[src/rtl/mfbr_pkg.sv]
package mfbr_pkg;

  // Request kinds carried on req_type.
  typedef enum logic [1:0] {
    REQ_WRITE = 2'd0,
    REQ_START = 2'd1,
    REQ_SKIP  = 2'd2,
    REQ_READ  = 2'd3
  } req_e;

  // Widest field a read returns, and the width of its bit counter.
  localparam int unsigned READ_MAX = 32;
  localparam int unsigned LEFT_W   = 6;

  // Operand width of the serial modular reducer. It covers a 12-bit address and
  // the byte count of a skip, (65535 + 7) >> 3.
  localparam int unsigned RED_W = 14;

  // Masks that keep the low n bits of a byte.
  localparam logic [7:0] LOW_MASK [0:8] = '{
    8'h00, 8'h01, 8'h03, 8'h07, 8'h0f, 8'h1f, 8'h3f, 8'h7f, 8'hff
  };

endpackage

[src/rtl/mfbr_modred.sv]
module mfbr_modred #(
  parameter int unsigned MOD = 4096,
  parameter int unsigned AW  = 12
) (
  input  logic                       clk_i,
  input  logic                       rst_ni,
  input  logic                       start_i,
  input  logic [mfbr_pkg::RED_W-1:0] operand_i,
  output logic                       done_o,
  output logic [AW-1:0]              result_o
);

  localparam int unsigned CW = $clog2(mfbr_pkg::RED_W + 1);
  localparam logic [AW:0] ModW = (AW+1)'(MOD);

  logic                       busy_q;
  logic [CW-1:0]              cnt_q;
  logic [mfbr_pkg::RED_W-1:0] shift_q;
  logic [AW-1:0]              rem_q;
  logic [AW:0]                trial;
  logic [AW:0]                rem_d;

  // One operand bit per cycle, most significant first: rem = (2 * rem + bit) mod MOD.
  // Since rem < MOD, a single conditional subtract keeps it reduced.
  always_comb begin
    trial = {rem_q, shift_q[mfbr_pkg::RED_W-1]};
    rem_d = (trial >= ModW) ? (trial - ModW) : trial;
  end

  always_ff @(posedge clk_i or negedge rst_ni) begin
    if (!rst_ni) begin
      busy_q <= 1'b0;
      cnt_q  <= '0;
    end else if (start_i) begin
      busy_q <= 1'b1;
      cnt_q  <= CW'(mfbr_pkg::RED_W);
    end else if (busy_q) begin
      if (cnt_q == '0) begin
        busy_q <= 1'b0;
      end else begin
        cnt_q <= cnt_q - 1'b1;
      end
    end
  end

  always_ff @(posedge clk_i) begin
    if (start_i) begin
      shift_q <= operand_i;
      rem_q   <= '0;
    end else if (busy_q && (cnt_q != '0)) begin
      shift_q <= shift_q << 1;
      rem_q   <= rem_d[AW-1:0];
    end
  end

  assign done_o   = busy_q && (cnt_q == '0);
  assign result_o = rem_q;

endmodule

[config.mk]
export PLATFORM = sky130hd
export DESIGN_NAME = mfbr_modred
export DESIGN_NICKNAME = d
export VERILOG_FILES = /design/src/rtl/mfbr_pkg.sv /design/src/rtl/mfbr_modred.sv
export SDC_FILE = /design/constraint.sdc
export NUM_CORES = 1
export LEC_CHECK = 0
export BUFFER_PORTS_ARGS = -buffer_cell sky130_fd_sc_hd__buf_2
export CAP_MARGIN = 20
export CORE_MARGIN = 8
export CORE_UTILIZATION = 45
export DETAILED_ROUTE_END_ITERATION = 10
export PLACE_DENSITY = 0.71
export SYNTH_ARGS = -nofsm -noshare
export SYNTH_HDL_FRONTEND = slang
export SYNTH_SLANG_ARGS = --single-unit
[constraint.sdc]
create_clock -name clk_i -period 1.9 [get_ports clk_i]
set_clock_uncertainty 0.2 [all_clocks]
set_input_delay 0.38 -clock clk_i [delete_from_list [all_inputs] [get_ports clk_i]]
set_output_delay 0.38 -clock clk_i [all_outputs]
set_load 0.05 [all_outputs]
==> results.md, run 1 <==
- Register area share after synthesis: 56.9%
- Async SR Flop Fraction: 16.1%
- Synth Cell Area: ~1400 um^2
- RSZ-0062 raised after global routing: true
- Post-placement setup slack: approximately 0.11 ns
- Mapped Cells: about 100
- Synth cell types: 23
- Clk buf depth: 2
- GRT Total Usage: 10.1%
- Power density over the cells: 779 nW/um^2
- Vias/cell: 4.95
- Initial drt markers: 18
- Final period util: 99.5%
- Critical Path Start Type: flop
- Largest area contributor in the netlist: edfxtp_1
- Row cnt: 20
- IO Count: 30
- Endpoints failing setup: 0
- Worst VDD drop: between 0.5 and 0.6 mV
- Yosys reg bits: 31
- Max_cap viols: 0
- DRC viols: 0
- HPWL Detailed: around 1600 um
- Worst R2R Path Depth: 4
- Relative slew slack: roughly three quarters
- Outcome: complete, no violations
- Initial core utilization: 46.4%
- Core Area: between 2000 and 3000 um^2
- Worst Hold Class: input port to flop
- Total CTS buffers: 5
- Diode count: 0
- GP Congestion: 0.760
- CP bufs+invs: 2
- Buffers on Ports: 29
- Total Power: 1.26 mW
- Global-route wire length before repair: around 4000 um
- Min Tclk post-route: about 1.9 ns
- Worst path slowest cell: dfrtp_1
- Worst path arrival time: approximately 1.3 ns
- WP depth: 5
- Actual transition at the worst max-transition pin: approximately 0.36 ns
- Worst-path cell chain: inv_2 -> ha_4 -> nand2_4 -> nor3_4 -> buf_6
- CP max stage delay: around 0.4 ns
- Layout cells sized above 1: 48.5%
- GRT Residual Overflow: 0
- CTS tree: yes
- H-tree depth: 2
- Worst hold stages: 2
- CP max FO: 3
- Area grow syn2layout: 16.8%
- Fmax: 529 MHz
- Setup tns final: 0 ns
- WL final: 2230 um
- Via Count: 827
- First drt pass iteration count: 4
- Final net count: ~150
- WP data required: 1.32 ns
- Top cells by area, synth: edfxtp_1 30%, dfxtp_1 17%, mux2_2 11%
- CP top delay family: flip-flops
- Dominant synthesized flop cell: edfxtp_1
- Die Y: 71.4 um
- YS warnings: 0
- Max-slew violations: 0
- Worst Setup End Kind: output port
- Share of the synthesized area in the top cell type: 30.4%
- EDFF count, synth: 14
- Vias in the first global route: around 930
- Largest net degree at the start of global routing: 19
- Critical Setup Path Class: flop to output port
- Clock sink count: 31
- Drt wl/cell: 13.4 um
- Hold Vio Cnt, Final: 0
- Clock Root Buffer: clkbuf_4
- Synth Area per Inst: 13.3 um^2
- Leakage power: 0.756 nW
- Skew-Pair Late Insertion Delay: 0.32 ns
- Final Non-Filler Cells: between 150 and 200
- Initial antenna violation count: 0
- Die ar.: 5100 um^2
- Die width: 71.4 um
- Slack of the critical path: 0.00922 ns
- Post-Place Cells: 154
- Net Count, Synth: 122
- Commonest cells in the synthesized netlist: 14 x edfxtp_1, 14 x mux2_2, 13 x mux2i_1, 13 x nand2b_1, 12 x dfxtp_1
- Remaining antenna violation count after routing: 0
- Clock-pin slew on the worst setup and hold paths: around 0.09 ns
## layer usage
layer / GRT usage, % / part of all wire [%]
met1: 10.6 / 45
met2: 16.2 / 44
met3: 4.74 / 8.8
met4: 6.24 / 2.3
met5: 0 / 0
## per-stage QoR
stage               area [um^2]  utilization (%)  hold slack (ns)
finish                     1610             54.2            0.141
detailed placement         1490             50.2         -0.00307
global route               1610             54.2            0.132
global placement           1490             50.2         -0.00555
floorplan                  1390                -           -0.116
CTS                        1610             53.9            0.121
## power breakdown
part,switching (mW),internal [mW]
registers,0.0193,0.744
logic,0.0662,0.0794
clock network,0.213,0.135
## state kept, by name (all words and copies together), names as in the netlist
| name | flops |
|---|---|
| result_o | 12 |
| cnt_q | 4 |
| shift_q | 14 |
| busy_q | 1 |
## cell families after synthesis
kind of cell / count (synthesis) / synth area share [%]
DFF: 31 / 56.9
muxes: 27 / 20.8
and+or+nand+nor: 25 / 10.9
buffers and inverters: 17 / 8.33
AOI/OAI and AO/OA: 3 / 2.17
adders and majority gates: 1 / 0.906
## cell type report
| class | instances | area, um^2 |
|---|---|---|
| Timing Repair Buffer | 37 | 214 |
| Sequential cell | 31 | 786 |
| Multi-Input combinational cell | 56 | 512 |
| Clock inverter | 3 | 15.0 |
| Fill cell | 281 | 1370 |
| Clock buffer | 5 | 37.5 |
| Inverter | 2 | 7.51 |
| Tap cell | 33 | 41.3 |
## what timing repair did
item / CTS / global route
pin swaps: 1 / 0
hold buffers: 1 / 0
resized for setup: 8 / 0
setup buffers: 3 / 1
hold endpoints to repair: 5 / 0
setup endpoints to repair: 1 / 1
## cells in the final DEF, fill, tap and decap left out, types with 2 or more instances in the layout
master | netlist | final
inv_2 | 0 | 2
clkinv_1 | 0 | 2
mux2_2 | 14 | 14
dfxtp_1 | 12 | 12
buf_2 | 2 | 28
nor2_1 | 4 | 4
clkbuf_4 | 0 | 5
nand2b_1 | 13 | 13
dfrtp_1 | 5 | 5
edfxtp_1 | 14 | 14
mux2i_1 | 13 | 13
buf_4 | 11 | 7
## final timing paths
| kind | start | end | slack, ns |
|---|---|---|---|
| setup / recovery | cnt_q[0]$_DFFE_PN0P_ | done_o | 0.009 |
| hold / removal | operand_i[0] | shift_q[0]$_SDFFCE_PN0P_ | 0.14 |
| setup reg to reg | cnt_q[1]$_DFFE_PN0P_ | cnt_q[3]$_DFFE_PN0P_ | 0.11 |
| hold reg to reg | result_o[11]$_SDFFE_PP0P_ | result_o[11]$_SDFFE_PP0P_ | 0.27 |
| max in group asynchronous | rst_ni | cnt_q[2]$_DFFE_PN0P_ | 1.18 |
| min in group asynchronous | rst_ni | cnt_q[3]$_DFFE_PN0P_ | 0.19 |
(Power assumes the default switching activity.)
==> inputs of run 2 (changes only) <==
GPL_TIMING_DRIVEN = 0   (was default)
==> results.md, run 2 (synthesis results as in run 1) <==
- Outcome: complete, no violations
- Seq pwr share: 54.5% (-6.2 points)
- Number of flip-flops in the largest register: 14 (unchanged)
- Reg area: 786 um^2 (unchanged)
- FILL cells: 258 (-8.2%)
- Diode count: 0 (unchanged)
- WL final: 2350 um (+5.4%)
- Remaining antenna violation count after routing: 0 (unchanged)
- Drt wl/cell: 13.3 um (-0.57%)
- Fmax: 528 MHz (about the same)
- Worst min-delay path startpoint: operand_i[0]
- DP Area: 1580 um^2 (+5.7%)
- Via Count: 860 (+4.0%)
- RSZ-0062 raised after global routing: true
- CP max stage delay: 0.40 ns (about the same)
- Clock Root Buffer: clkbuf_4
- Worst VDD drop: 0.483 mV (-6.2%)
- Worst path arrival time: 1.31 ns (about the same)
- Internal power: 1.09 mW (+14%)
- Reg-to-reg startpoint: cnt_q[0]$_DFFE_PN0P_
- Hold Vio Cnt, Final: 0 (unchanged)
- CP Launch Point: cnt_q[0]$_DFFE_PN0P_
- Initial drt markers: 18 (unchanged)
- Initial antenna violation count: 0 (unchanged)
- Critical Path Start Type: flop
- Global-route wire length before repair: 3900 um (-2.9%)
- Initial core utilization: 46.4% (unchanged)
- Worst Setup End Kind: output port
- Largest net degree at the start of global routing: 16 (-3)
- Vias in the first global route: 908 (-2.2%)
- CP bufs+invs: 2 (unchanged)
- Post-layout util: 57.4% (+3.2 points)
- WP data required: 1.32 ns (about the same)
- Worst Hold Class: input port to flop
- Clock sink count: 31 (unchanged)
- Clock Power Share: 35.3% (+7.6 points)
- IO Count: 30 (unchanged)
- Setup tns final: 0 ns (unchanged)
- Total CTS buffers: 5 (unchanged)
- Combinational power share: 10.2% (-1.4 points)
- NetSw: 309 uW (+3.8%)
- Final net count: 161 (+6.6%)
- Max-slew violations: 0 (unchanged)
- Die ar.: 5100 um^2 (unchanged)
- CP top delay family: flip-flops
- Skew-Pair Late Insertion Delay: 0.33 ns (about the same)
- Actual transition at the worst max-transition pin: 0.390 ns (+0.0316 ns)
- Buffers on Ports: 29 (unchanged)
- Worst-path cell chain: inv_2 -> ha_4 -> nand2_4 -> nor3_4 -> buf_6
- Top reg by flops: shift_q
- Min Tclk post-route: 1.89 ns (+0.00182 ns)
- Worst path slowest cell: dfrtp_1
- Die Y: 71.4 um (unchanged)
- Row cnt: 20 (unchanged)
- Endpoints failing setup: 0 (unchanged)
- Cell area after layout: 1710 um^2 (+6.0%)
- GRT Residual Overflow: 0 (unchanged)
- Vias/cell: 4.86 (-1.9%)
- Commonest non-fill, non-tap cell in the layout: buf_2
- Multi-input logic area: 514 um^2 (+0.49%)
- GRT Total Usage: 9.99% (-0.16 points)
- Core Area: 2980 um^2 (unchanged)
- Total Power: 1.40 mW (+12%)
- HPWL Detailed: 1730 um (+6.4%)
- Most frequent cells in the layout: 30 x buf_2, 14 x mux2_2, 14 x edfxtp_1
- DRC viols: 0 (unchanged)
- Layout cells sized above 1: 52.1% (+3.6 points)
- First drt pass iteration count: 3 (-1)
- Max_cap viols: 0 (unchanged)
- Clock-pin slew on the worst setup and hold paths: 0.09 ns (about the same)
- Critical Setup Path Class: flop to output port
- GP Congestion: 0.682 (-10%)
- Leakage power: 0.825 nW (+9.2%)
- Relative slew slack: 73.8% (-2.3 points)
- Die width: 71.4 um (unchanged)
- Power density over the cells: 820 nW/um^2 (+5.3%)
- Final period util: 99.6% (about the same)
- Area grow syn2layout: 23.7%
- CTS tree: yes
- H-tree depth: 2 (unchanged)
- Clk buf depth: 2 (unchanged)
- Sw frac: 22.1% (-1.6 points)
- CP max FO: 3 (unchanged)
## run 2: power groups by stage
| stage | registers (mW) | clock network, mW | logic, mW |
|---|---|---|---|
| after global placement | 0.778 | 0 | 0.122 |
| after CTS | 0.765 | 0.514 | 0.146 |
| after detailed placement | 0.780 | 0 | 0.127 |
| after floorplan | 0.773 | 0 | 0.0926 |
| final | 0.765 | 0.494 | 0.143 |
| after global routing | 0.769 | 0.540 | 0.157 |
## run 2: cell type report
cell class,instances,area share (%)
Buffer,15,6.30
Clock buffer,5,2.20
Clock inverter,3,2.27
Inverter,2,0.439
Multi-Input combinational cell,56,30.1
Sequential cell,31,46.0
Tap cell,33,2.42
Timing Repair Buffer,32,10.3
## run 2: metrics by stage
step           hold WS [ns]  std cells  setup WS [ns]
2_1_floorplan        -0.116        104          0.135
3_3_place_gp       -0.00566        166        -0.0636
3_5_place_dp       0.000497        166        -0.0926
4_1_cts               0.121        177        -0.0300
5_1_grt               0.130        177         -0.109
6_report              0.143        177        0.00740
## run 2: metal layers
metal | up-vias | share of wire, % | global-route usage (%) | routed length (um)
met5 | - | 0 | 0 | 0
li1 | 425 | - | - | -
met4 | 0 | 2.4 | 6.93 | 57
met3 | 7 | 10 | 5.72 | 245
met2 | 29 | 46 | 15.8 | 1070
met1 | 399 | 42 | 9.64 | 978
## run 2: final timing paths
kind | cells past startpoint | to | slack (ns)
hold reg to reg | 2 | result_o[11]$_SDFFE_PP0P_ | 0.28
min in group asynchronous | 2 | cnt_q[1]$_DFFE_PN0P_ | 0.19
setup / recovery | 5 | done_o | 0.007
max in group asynchronous | 2 | cnt_q[0]$_DFFE_PN0P_ | 1.18
setup reg to reg | 4 | shift_q[13]$_DFFE_PP_ | 0.13
hold / removal | 2 | shift_q[0]$_SDFFCE_PN0P_ | 0.14
## run 2: what timing repair did
item,4_1_cts,5_1_grt
gates resized for setup,9,0
setup buffers,2,0
gates cloned,0,0
pin swaps,1,0
hold endpoints to repair,5,0
endpoints found under the setup margin,15,1
hold buffers,1,0
## run 2: worst reg2reg max path: cells and delay by family, from the launching register on
family / cells / cell delay [ns]
AOI/OAI and AO/OA: 1 / 0.35
adders and majority gates: 1 / 0.17
buffers and inverters: 1 / 0.06
DFF: 1 / 0.38
and+or+nand+nor: 1 / 0.32
